File: src/dhcp_client_lease_fsm_assert.svh
// Assertion macros for the DHCP client lease block.
`ifndef DHCP_CLIENT_LEASE_FSM_ASSERT_SVH
`define DHCP_CLIENT_LEASE_FSM_ASSERT_SVH

// Same-cycle implication, checked outside reset.
`define DCL_ASSERT_NOW(lbl, clk, rst, ante, cons) \
   lbl: assert property (@(posedge clk) disable iff (rst) (ante) |-> (cons)) \
      else $error("assertion failed");

// Next-cycle implication, checked outside reset.
`define DCL_ASSERT_NEXT(lbl, clk, rst, ante, cons) \
   lbl: assert property (@(posedge clk) disable iff (rst) (ante) |=> (cons)) \
      else $error("assertion failed");

`endif

File: src/dcl_pkg.sv
// Types and constants shared by the DHCP client lease block.
package dcl_pkg;

   typedef enum logic [2:0] {
      ST_INIT    = 3'd0,
      ST_SELECT  = 3'd1,
      ST_REQUEST = 3'd2,
      ST_BOUND   = 3'd3,
      ST_RENEW   = 3'd4,
      ST_REBIND  = 3'd5
   } state_type;

   typedef enum logic [1:0] {
      CMD_START = 2'd0,
      CMD_TIMER = 2'd1,
      CMD_REPLY = 2'd2
   } cmd_type;

   typedef enum logic [1:0] {
      SEND_NONE     = 2'd0,
      SEND_DISCOVER = 2'd1,
      SEND_REQUEST  = 2'd2
   } send_type;

   typedef enum logic [2:0] {
      VERDICT_NONE       = 3'd0,
      VERDICT_HANDLED    = 3'd1,
      VERDICT_NO_TYPE    = 3'd2,
      VERDICT_NOT_OFFER  = 3'd3,
      VERDICT_NOT_ACK    = 3'd4,
      VERDICT_UNEXPECTED = 3'd5
   } verdict_type;

   typedef enum logic [0:0] {
      CSR_DISCOVER_TIMEOUT = 1'b0,
      CSR_REQUEST_TIMEOUT  = 1'b1
   } csr_index_type;

   localparam logic [7:0]  MT_OFFER           = 8'd2;
   localparam logic [7:0]  MT_ACK             = 8'd5;
   localparam logic [8:0]  SMALL_FRAME        = 9'd309;
   localparam logic [8:0]  LARGE_FRAME        = 9'd321;
   localparam int unsigned USEC_WIDTH         = 20;
   localparam logic [USEC_WIDTH-1:0] USEC_PER_SEC = USEC_WIDTH'(1000 * 1000);
   localparam logic [31:0] TIMEOUT_RESET      = 32'd10000000;

   typedef struct packed {
      cmd_type     cmd;
      logic        domain_present;
      logic        has_msg_code;
      logic [7:0]  msg_code;
      logic [31:0] offered_addr;
      logic [31:0] server_id;
      logic [31:0] lease_seconds;
   } req_type;

   typedef struct packed {
      send_type    send_kind;
      logic [31:0] client_addr;
      logic [31:0] server_addr;
      logic [31:0] wanted_addr;
      logic        add_request_options;
      logic [8:0]  frame_bytes;
      logic        arm_timer;
      logic [31:0] timeout_us;
      verdict_type verdict;
      logic        discard_address;
      logic        apply_ack;
      state_type   state_now;
   } rsp_type;

endpackage

File: src/dcl_retry.sv
// Re-request timeout: lease halved or quartered, clamped, scaled to microseconds.
module dcl_retry #(
   parameter int unsigned MAX_RETRY_SECONDS = 3600
) (
   input  logic [31:0] lease,
   input  logic        shift_two,
   output logic [31:0] timeout_us
);

   localparam int unsigned SecWidth  = $clog2(MAX_RETRY_SECONDS + 1);
   localparam int unsigned ProdWidth = SecWidth + dcl_pkg::USEC_WIDTH;
   localparam logic [31:0] MaxSec    = 32'(MAX_RETRY_SECONDS);

   logic [31:0]          sec_full;
   logic [SecWidth-1:0]  sec;
   logic [ProdWidth-1:0] prod;

   always_comb begin
      sec_full   = shift_two ? (lease >> 2) : (lease >> 1);
      sec        = (sec_full > MaxSec) ? SecWidth'(MaxSec) : SecWidth'(sec_full);
      prod       = ProdWidth'(sec) * ProdWidth'(dcl_pkg::USEC_PER_SEC);
      timeout_us = 32'(prod);
   end

endmodule

File: src/dcl_decide.sv
// Lease state registers and the per-event decision logic.
module dcl_decide #(
   parameter int unsigned MAX_RETRY_SECONDS = 3600
) (
   input  logic             clock,
   input  logic             reset,
   input  logic             step_en,
   input  dcl_pkg::req_type req,
   input  logic [31:0]      discover_timeout_us,
   input  logic [31:0]      request_timeout_us,
   output dcl_pkg::rsp_type rsp
);

   dcl_pkg::state_type state_ff, state_in;
   logic [31:0]        lease_ff, lease_in;
   logic [31:0]        addr_ff, addr_in;
   logic [31:0]        retry_lease;
   logic               retry_shift_two;
   logic [31:0]        retry_us;

   // ACK uses the fresh lease halved; renew/rebind use the stored lease quartered
   assign retry_lease     = (req.cmd == dcl_pkg::CMD_REPLY) ? req.lease_seconds : lease_ff;
   assign retry_shift_two = (req.cmd != dcl_pkg::CMD_REPLY);

   dcl_retry #(
      .MAX_RETRY_SECONDS(MAX_RETRY_SECONDS)
   ) u_retry (
      .lease     (retry_lease),
      .shift_two (retry_shift_two),
      .timeout_us(retry_us)
   );

   always_ff @(posedge clock) begin
      if (reset) begin
         state_ff <= dcl_pkg::ST_INIT;
         lease_ff <= '0;
         addr_ff  <= '0;
      end else if (step_en) begin
         state_ff <= state_in;
         lease_ff <= lease_in;
         addr_ff  <= addr_in;
      end
   end

   always_comb begin
      rsp      = '0;
      state_in = state_ff;
      lease_in = lease_ff;
      addr_in  = addr_ff;
      case (req.cmd)
         dcl_pkg::CMD_START: begin
            state_in        = dcl_pkg::ST_SELECT;
            rsp.send_kind   = dcl_pkg::SEND_DISCOVER;
            rsp.frame_bytes = dcl_pkg::SMALL_FRAME;
            rsp.arm_timer   = 1'b1;
            rsp.timeout_us  = discover_timeout_us;
         end
         dcl_pkg::CMD_TIMER: begin
            if (req.domain_present) begin
               if (state_ff inside {dcl_pkg::ST_BOUND, dcl_pkg::ST_RENEW}) begin
                  state_in = (state_ff == dcl_pkg::ST_BOUND) ? dcl_pkg::ST_RENEW
                                                              : dcl_pkg::ST_REBIND;
                  rsp.send_kind   = dcl_pkg::SEND_REQUEST;
                  rsp.client_addr = addr_ff;
                  rsp.wanted_addr = addr_ff;
                  rsp.frame_bytes = dcl_pkg::SMALL_FRAME;
                  rsp.arm_timer   = 1'b1;
                  rsp.timeout_us  = retry_us;
               end else begin
                  // rebind expiry drops the address before rediscovery
                  if (state_ff == dcl_pkg::ST_REBIND) begin
                     rsp.discard_address = 1'b1;
                     addr_in             = '0;
                  end
                  state_in        = dcl_pkg::ST_SELECT;
                  rsp.send_kind   = dcl_pkg::SEND_DISCOVER;
                  rsp.frame_bytes = dcl_pkg::SMALL_FRAME;
                  rsp.arm_timer   = 1'b1;
                  rsp.timeout_us  = discover_timeout_us;
               end
            end
         end
         dcl_pkg::CMD_REPLY: begin
            if (!req.has_msg_code) begin
               rsp.verdict = dcl_pkg::VERDICT_NO_TYPE;
            end else if (state_ff == dcl_pkg::ST_SELECT) begin
               if (req.msg_code != dcl_pkg::MT_OFFER) begin
                  rsp.verdict = dcl_pkg::VERDICT_NOT_OFFER;
               end else begin
                  state_in                = dcl_pkg::ST_REQUEST;
                  rsp.send_kind           = dcl_pkg::SEND_REQUEST;
                  rsp.server_addr         = req.server_id;
                  rsp.wanted_addr         = req.offered_addr;
                  rsp.add_request_options = 1'b1;
                  rsp.frame_bytes         = dcl_pkg::LARGE_FRAME;
                  rsp.arm_timer           = 1'b1;
                  rsp.timeout_us          = request_timeout_us;
                  rsp.verdict             = dcl_pkg::VERDICT_HANDLED;
               end
            end else if (state_ff inside {dcl_pkg::ST_REQUEST, dcl_pkg::ST_RENEW,
                                          dcl_pkg::ST_REBIND}) begin
               if (req.msg_code != dcl_pkg::MT_ACK) begin
                  rsp.verdict = dcl_pkg::VERDICT_NOT_ACK;
               end else begin
                  lease_in       = req.lease_seconds;
                  addr_in        = req.offered_addr;
                  state_in       = dcl_pkg::ST_BOUND;
                  rsp.arm_timer  = 1'b1;
                  rsp.timeout_us = retry_us;
                  rsp.verdict    = dcl_pkg::VERDICT_HANDLED;
                  rsp.apply_ack  = 1'b1;
               end
            end else begin
               rsp.verdict = dcl_pkg::VERDICT_UNEXPECTED;
            end
         end
         default: ;
      endcase
      rsp.state_now = state_in;
   end

endmodule

File: src/dhcp_client_lease_fsm.sv
// Top level of the DHCP client lease block: channels, registers, decision stage.
//
//  channel  dir  handshake              payload
//  req_     in   req_tvalid/req_tready  tuser event kind, tdata reply fields
//  rsp_     out  rsp_tvalid/rsp_tready  tuser send kind, tdata decision fields
//  csr_     in   csr_valid/csr_ready    csr_index, csr_data
//
// One item per cycle sustained while rsp_tready is high; an accepted item passes the input
// register, then decision logic and the lease multiplier into the result register.
// Reset is synchronous: state init, lease and address zero, both timeouts 10 s.
// A stalled result holds the result register; the input register still takes one
// more item, and the input stalls only when both registers are full.
// Configuration writes are always ready and are written straight into the timeout registers.
`include "dhcp_client_lease_fsm_assert.svh"

module dhcp_client_lease_fsm #(
   parameter int unsigned MAX_RETRY_SECONDS = 3600
) (
   input  logic         clock,
   input  logic         reset,
   input  logic         req_tvalid,
   output logic         req_tready,
   input  logic [1:0]   req_tuser,  // cmd
   // domain_present, has_msg_code, msg_code, offered_addr, server_id, lease_seconds
   input  logic [111:0] req_tdata,
   output logic         rsp_tvalid,
   input  logic         rsp_tready,
   output logic [1:0]   rsp_tuser,  // send_kind
   // client_addr, server_addr, wanted_addr, add_request_options, frame_bytes,
   // arm_timer, timeout_us, verdict, discard_address, apply_ack, state_now
   output logic [151:0] rsp_tdata,
   input  logic         csr_valid,
   output logic         csr_ready,
   input  logic [0:0]   csr_index,
   input  logic [31:0]  csr_data
);

   dcl_pkg::req_type req_in, req_ff;
   dcl_pkg::rsp_type dec_rsp, rsp_ff;
   logic             in_valid_ff, in_valid_in;
   logic             out_valid_ff, out_valid_in;
   logic             advance;
   logic [31:0]      disc_to_ff, disc_to_in;
   logic [31:0]      req_to_ff, req_to_in;

   assign req_in.cmd            = dcl_pkg::cmd_type'(req_tuser);
   assign req_in.domain_present = req_tdata[0];
   assign req_in.has_msg_code   = req_tdata[1];
   assign req_in.msg_code       = req_tdata[9:2];
   assign req_in.offered_addr   = req_tdata[41:10];
   assign req_in.server_id      = req_tdata[73:42];
   assign req_in.lease_seconds  = req_tdata[105:74];

   assign advance      = in_valid_ff && (!out_valid_ff || rsp_tready);
   assign req_tready   = !in_valid_ff || advance;
   assign in_valid_in  = (req_tvalid && req_tready) ? 1'b1 : (advance ? 1'b0 : in_valid_ff);
   assign out_valid_in = advance ? 1'b1 : (rsp_tready ? 1'b0 : out_valid_ff);

   assign csr_ready  = 1'b1;
   assign disc_to_in = (csr_valid && csr_index == dcl_pkg::CSR_DISCOVER_TIMEOUT)
                       ? csr_data : disc_to_ff;
   assign req_to_in  = (csr_valid && csr_index == dcl_pkg::CSR_REQUEST_TIMEOUT)
                       ? csr_data : req_to_ff;

   always_ff @(posedge clock) begin
      if (reset) begin
         in_valid_ff  <= 1'b0;
         out_valid_ff <= 1'b0;
         disc_to_ff   <= dcl_pkg::TIMEOUT_RESET;
         req_to_ff    <= dcl_pkg::TIMEOUT_RESET;
      end else begin
         in_valid_ff  <= in_valid_in;
         out_valid_ff <= out_valid_in;
         disc_to_ff   <= disc_to_in;
         req_to_ff    <= req_to_in;
      end
   end

   always_ff @(posedge clock) begin
      if (req_tvalid && req_tready) begin
         req_ff <= req_in;
      end
      if (advance) begin
         rsp_ff <= dec_rsp;
      end
   end

   dcl_decide #(
      .MAX_RETRY_SECONDS(MAX_RETRY_SECONDS)
   ) u_decide (
      .clock              (clock),
      .reset              (reset),
      .step_en            (advance),
      .req                (req_ff),
      .discover_timeout_us(disc_to_ff),
      .request_timeout_us (req_to_ff),
      .rsp                (dec_rsp)
   );

   assign rsp_tvalid = out_valid_ff;
   assign rsp_tuser  = rsp_ff.send_kind;
   assign rsp_tdata  = {5'd0,
                        rsp_ff.state_now,
                        rsp_ff.apply_ack,
                        rsp_ff.discard_address,
                        rsp_ff.verdict,
                        rsp_ff.timeout_us,
                        rsp_ff.arm_timer,
                        rsp_ff.frame_bytes,
                        rsp_ff.add_request_options,
                        rsp_ff.wanted_addr,
                        rsp_ff.server_addr,
                        rsp_ff.client_addr};

   `DCL_ASSERT_NEXT(a_advance_fills_out, clock, reset, advance, out_valid_ff)
   `DCL_ASSERT_NOW(a_no_send_no_frame, clock, reset,
      out_valid_ff && rsp_ff.send_kind == dcl_pkg::SEND_NONE, rsp_ff.frame_bytes == 9'd0)
   `DCL_ASSERT_NOW(a_ack_binds, clock, reset, out_valid_ff && rsp_ff.apply_ack,
      rsp_ff.state_now == dcl_pkg::ST_BOUND && rsp_ff.verdict == dcl_pkg::VERDICT_HANDLED)
   `DCL_ASSERT_NOW(a_discard_rediscovers, clock, reset, out_valid_ff && rsp_ff.discard_address,
      rsp_ff.send_kind == dcl_pkg::SEND_DISCOVER && rsp_ff.state_now == dcl_pkg::ST_SELECT)

endmodule

File: config.mk
export PLATFORM = sky130hd
export DESIGN_NAME = dhcp_client_lease_fsm
export DESIGN_NICKNAME = d
export VERILOG_FILES = /design/src/dcl_pkg.sv /design/src/dcl_retry.sv /design/src/dcl_decide.sv /design/src/dhcp_client_lease_fsm.sv
export VERILOG_INCLUDE_DIRS = /design/src /design/src/src
export SDC_FILE = /design/constraint.sdc
export NUM_CORES = 1
export LEC_CHECK = 0
export ABC_CLOCK_PERIOD_IN_PS = 6700
export BUFFER_PORTS_ARGS = -buffer_cell sky130_fd_sc_hd__buf_2
export CELL_PAD_IN_SITES_DETAIL_PLACEMENT = 0
export CELL_PAD_IN_SITES_GLOBAL_PLACEMENT = 1
export CORE_AREA = 2 2 243 185
export DETAILED_ROUTE_END_ITERATION = 16
export DIE_AREA = 0 0 245 187
export PLACE_DENSITY = 0.78
export SYNTH_ARGS = -nofsm -noshare
export SYNTH_HDL_FRONTEND = slang
export SYNTH_SLANG_ARGS = --single-unit
File: constraint.sdc
create_clock -name clock -period 6.7 [get_ports clock]
set_input_delay 0.67 -clock clock [delete_from_list [all_inputs] [get_ports clock]]
set_output_delay 0.67 -clock clock [all_outputs]
set_load 0.01 [all_outputs]
==> results of run 1 <==
-- per-stage QoR --
stage	area, um2	hold slack (ns)	power, uW	utilization (%)
floorplan	17200	0.427	3380	-
global placement	19400	0.433	3690	44.2
detailed placement	19400	0.439	3700	44.2
CTS	20700	0.275	5910	47.1
global route	20900	0.270	6200	47.6
finish	20900	0.307	5910	47.6
-- cell usage after synthesis (3+ instances only) --
| library cell | count |
|---|---|
| nor4_1 | 9 |
| fa_1 | 31 |
| a21oi_1 | 171 |
| xor2_1 | 6 |
| mux2i_1 | 9 |
| o21ai_0 | 12 |
| buf_6 | 3 |
| xnor2_1 | 18 |
| a31oi_1 | 3 |
| dfxtp_1 | 131 |
| nor3_1 | 8 |
| buf_2 | 4 |
| a21o_1 | 10 |
| and2_1 | 77 |
| edfxtp_1 | 250 |
| a32o_1 | 3 |
| nand3_1 | 37 |
| inv_1 | 75 |
| nor2b_1 | 41 |
| nor2_1 | 51 |
| a222oi_1 | 15 |
| clkbuf_1 | 73 |
| a22oi_1 | 10 |
| ha_1 | 88 |
| or3_1 | 3 |
| nand4_1 | 4 |
| nand3b_1 | 18 |
| a22o_1 | 9 |
| o22ai_1 | 7 |
| a211o_1 | 3 |
| nand2b_1 | 10 |
| mux2_2 | 9 |
| a211oi_1 | 4 |
| nand2_1 | 250 |
| buf_4 | 12 |
| o31ai_1 | 4 |
-- per-layer routing --
metal | vias to the layer above | share of wire, % | track usage, %
met5 | - | 0.094 | 0
met4 | 6 | 2.1 | 4.43
met3 | 70 | 6.9 | 4.06
met2 | 388 | 45 | 29.2
met1 | 5820 | 46 | 26.0
li1 | 5844 | - | -
-- worst max path at each step --
stage / startpoint / cells after the start / to / slack, ns
after detailed placement: req_ff[106] / 26 / rsp_tdata[137] / 0.06
final: req_ff[106] / 22 / rsp_tdata[137] / 0.27
after CTS: req_ff[106] / 26 / rsp_tdata[137] / 0.03
after global routing: req_ff[106] / 23 / rsp_tdata[135] / -0.01
after floorplan: req_ff[106] / 27 / rsp_tdata[137] / 0.01
after global placement: req_ff[106] / 29 / rsp_tdata[137] / 0.12
-- flip-flops by register name, summed over array words and instances (netlist names) --
register,flops
u_decide.lease_ff,30
in_valid_ff,1
req_ff,107
rsp_tuser,2
rsp_tdata,141
disc_to_ff,32
u_decide.addr_ff,32
rsp_tvalid,1
u_decide.state_ff,3
req_to_ff,32
-- power by group --
part	switching [uW]	internal (uW)
clock network	920	1280
logic	634	446
registers	37.4	2590
-- cells by family after synthesis --
kind of cell	after synthesis	share of synthesized area, %
other cells	2	0.0437
simple gates	524	14.8
compound gates	272	9.66
flops	381	58.9
fa+ha+maj	119	10.0
xor+xnor	25	1.32
mux	18	1.11
buf+inv	170	4.13
-- cell type report --
cell class              count  area (um2)
flip-flops and latches    381       10100
fillers                  4054       23000
well taps                 586         733
repair buffers            336        1820
multi-input cells         967        6570
clock inverters            20         236
inverters                  78         298
diodes                      3        7.51
clock buffers              50        1060
-- what timing repair did --
action,CTS,global route
endpoints found under the setup margin,0,8
setup buffers,0,5
resized for setup,0,26
==> impl_metrics.tcl, run 1 <==
set metrics [dict create \
    status "completed" \
    firstDrtPassIters 6 \
    worst_slack_ns 0.271 \
    crit_path_start_kind "flop" \
    ios 309 \
    die_h_um 187 \
    cts-root-buf "clkbuf_16" \
    place_ws_ns 0.0606 \
    slew_viol_final 0 \
    tritoncts "built" \
    nNetsFinal 2073 \
    cp.required_ns 6.98 \
    rows 67 \
    dp_hpwl_um 29100 \
    p_leak_uw 0.00855 \
    synth_seq_area_share_pct 58.9 \
    cts.sinks 381 \
    finClkSkew_ns 0.0129 \
    start_util_pct 39.2 \
    ys.flop_type "edfxtp_1" \
    hold_depth 1 \
    drt_iter0_drc 730 \
    synth_area_um2 17200 \
    grt_overflow 0 \
    worstSetupPathType "reg -> reg" \
    crit_chain "inv_2 > ha_4 > buf_12 > mux2_2 > o31a_1 > nor4_2 > buf_4 > o31ai_2 > buf_4 > a211oi_4 > fa_1 > buf_4 > ha_1 > fa_1 > fa_1 > ha_1 > ha_1 > nor2b_1 > a311oi_4 > a21oi_2 > or3_1 > a32o_1" \
    dp_cells 2343 \
    vias_per_cell 5.01 \
    yosysWarnings 0 \
    area_growth_pct 21.3 \
    synth_area_leaders "edfxtp_1, dfxtp_1, ha_1" \
    cp_max_fo 9 \
    fin_crit_ns 6.43 \
    min_period_over_period_pct 95.9 \
    grt_max_degree 101 \
    reg2reg_slack_ns 0.27 \
    critical_path_buf_inv_count 5 \
    finalHoldViolCount 0 \
    synth.distinct_cells 68 \
    wl_per_cell_um 18.0 \
    fin_setup_tns_ns 0 \
    netlist_instances 1511 \
    cp_slowest_cell "fa_1" \
    grt_pass1_vias 11800 \
    antenna_found_initial 6 \
    end_kind "flop" \
    globalplace.congestion 0.836 \
    clk_latency_ns 0.53 \
    layout-drive-gt1-share_pct 24.5 \
    synth-edff-count 250 \
    syn_area_per_cell_um2 11.4 \
    ys_ff_latch 381 \
    final_common_cell "buf_2" \
    cp_slowest_stage_delay_ns 0.50 \
    core_um2 43800 \
    ys_async_sr_fraction_pct 0 \
    rr_worst_depth 22 \
    min-delay-path-class "in -> reg" \
    min-delay-start "req_tdata[51]" \
    r2r-end "rsp_tdata[137]" \
    ir_worst_vdd_mv 0.184 \
    relSlewSlack_pct 18.0 \
    grt_pass1_wl_um 66600 \
    drc 0 \
    vias 12100 \
    clk_path_buf_depth 3 \
    die_area_um2 45800 \
    tightest_slew_ns 1.23 \
    critPathTopFamily "adder cells" \
    ant_nets 0 \
    portBuffers 292 \
    gr-usage-all-layers_pct 18.5 \
    cts_buffers 38 \
    wl_um 43500 \
    synth_top_area_cell "edfxtp_1" \
    final_cell_mix "buf_2, nand2_1, edfxtp_1" \
    crit_arrival_ns 6.71 \
    powerDensity_nw_per_um2 283 \
    clk_pin_slew_ns 0.07 \
    die_w_um 245 \
    r2r-start "req_ff[106]" \
    synth_top_area_share_pct 43.7 \
    max_clock_freq_mhz 156 \
    finalSetupViolCount 0 \
    min_to "req_ff[41]" \
    h-tree-depth 2 \
    stdcell_count 2421 \
    maxCapViolCount 0 \
    cts_hold_buf 0 \
]
Power figures use the tool's default switching activity.
==> inputs of run 2 (changes only) <==
ABC_CLOCK_PERIOD_IN_PS = 7850   (was 6700)
PLACE_DENSITY = 0.75   (was 0.78)
clock period = 7.85 ns   (was 6.7 ns; I/O delays follow)
==> run 2 against run 1 <==
Net effect: clock power shrank 10%; cell area shrank 1.3%; global-route usage grew 0.31 points; worst setup slack gained 0.26 ns; die area is the same; sequential cell count is the same; clock skew grew 0.00091 ns; via count shrank 0.91%; total power shrank 14%; maximum frequency shrank 12%; critical path depth grew 2; largest power group unchanged.
==> impl_metrics.tcl, run 2 (synthesis gave the netlist of run 1 again) <==
set metrics [dict create \
    clk_pin_slew_ns 0.06 \
    grt_pass1_vias 11800 \
    vias 12000 \
    grt_overflow 0 \
    end_kind "flop" \
    area_growth_pct 19.7 \
    finalSetupViolCount 0 \
    min_period_over_period_pct 93.2 \
    final_util_pct 46.9 \
    crit_path_start_kind "flop" \
    tightest_slew_ns 1.21 \
    cts-root-buf "clkbuf_16" \
    dp_hpwl_um 29200 \
    portBuffers 292 \
    reg2reg_slack_ns 0.53 \
    relSlewSlack_pct 19.2 \
    hold_depth 1 \
    final_common_cell "buf_2" \
    clk_latency_ns 0.54 \
    gr-usage-all-layers_pct 18.8 \
    vias_per_cell 5.01 \
    cp.required_ns 8.14 \
    p_leak_uw 0.00846 \
    max_clock_freq_mhz 137 \
    stdcell_count 2401 \
    tritoncts "built" \
    grtUsageMet2_pct 28.3 \
    crit_arrival_ns 7.61 \
    ir_worst_vdd_mv 0.142 \
    globalplace.congestion 0.858 \
    dp_cells 2326 \
    antenna_found_initial 6 \
    largest_reg_flops 141 \
    drc 0 \
    fin_setup_tns_ns 0 \
    holdWs_ns 0.418 \
    finalHoldViolCount 0 \
    finClkSkew_ns 0.0138 \
    die_h_um 187 \
    clk_path_buf_depth 3 \
    powerDensity_nw_per_um2 248 \
    rows 67 \
    cp_max_fo 18 \
    ios 309 \
    gr-usage-met3_pct 4.16 \
    layout-drive-gt1-share_pct 22.5 \
    wl_per_cell_um 18.3 \
    post_cts_buffers 0 \
    total_power_uw 5090 \
    rr_worst_depth 24 \
    h-tree-depth 2 \
    fin_crit_ns 7.32 \
    grt_pass1_wl_um 67300 \
    status "completed" \
    grt_util_met1_pct 27.5 \
    cts_buffers 40 \
    firstDrtPassIters 7 \
    drt_iter0_drc 795 \
    start_util_pct 39.2 \
    maxCapViolCount 0 \
    wl_um 43900 \
    core_um2 43800 \
    rsz0062_at_grt "false" \
    die_area_um2 45800 \
    cts.sinks 381 \
    ant_nets 0 \
    die_w_um 245 \
    worstSetupPathType "reg -> reg" \
    nNetsFinal 2053 \
    grt_max_degree 100 \
    slew_viol_final 0 \
    final_cell_mix "buf_2, nand2_1, edfxtp_1" \
    min-delay-path-class "in -> reg" \
    grt.busiest_layer "met2" \
]
run 2: changes by cell type in the layout (fill, tap and decap cells not counted), sizes merged:
cell / change
inv: +1
clkinvlp: -3
clkbuf: +7
clkinv: -4
buf: -22
diode: -1
bufinv: +2
run 2: critical path: stages, from the launching register on:
cell and delay [ns]:
edfxtp_1 0.42, inv_1 0.13, ha_2 0.49, mux2i_1 0.30, mux2i_1 0.14, o31a_1 0.32, nor4_1 0.37, o31a_2 0.32
nand2b_1 0.20, ha_1 0.40, xor2_1 0.20, ha_1 0.30, inv_1 0.04, fa_1 0.47, inv_1 0.05, fa_1 0.52
inv_1 0.05, fa_1 0.52, inv_1 0.04, ha_1 0.37, and4_1 0.24, a311oi_1 0.41, a21oi_1 0.14, or3_1 0.36
a32o_1 0.24
run 2: cell type report:
type / instances / area, um2
repair buffers: 314 / 1630
flip-flops and latches: 381 / 10100
multi-input cells: 967 / 6410
clock inverters: 16 / 253
fillers: 4051 / 23300
well taps: 586 / 733
inverters: 78 / 298
clock buffers: 57 / 1110
diodes: 2 / 5.00
run 2: power by group:
part	internal, uW	leakage, uW	switching, uW
Combinational	338	0.00422	528
Clock	1190	0.000663	789
Sequential	2210	0.00357	31.2
run 2: timing repair:
action | in CTS | in global routing
resized for setup | 0 | 1
hold buffers | 0 | 0
setup endpoints to repair | 0 | 2
run 2: metrics by stage:
step / area [um2] / setup WS (ns)
after floorplan: 17200 / 0.991
after global placement: 19200 / 0.443
after detailed placement: 19200 / 0.320
after CTS: 20600 / 0.311
after global routing: 20600 / 0.151
final: 20600 / 0.532
run 2: worst paths after layout:
check | start | endpoint
worst max register to register | req_ff[106] | rsp_tdata[137]
worst max-delay path | req_ff[106] | rsp_tdata[137]
worst min-delay path | req_tdata[40] | req_ff[94]
worst min register to register | u_decide.addr_ff[19] | u_decide.addr_ff[19]
run 2: per-layer routing:
metal / vias up / routed length, um
met5: - / 24
met4: 4 / 947
met3: 69 / 3060
met2: 366 / 19100
met1: 5763 / 20800
li1: 5816 / -
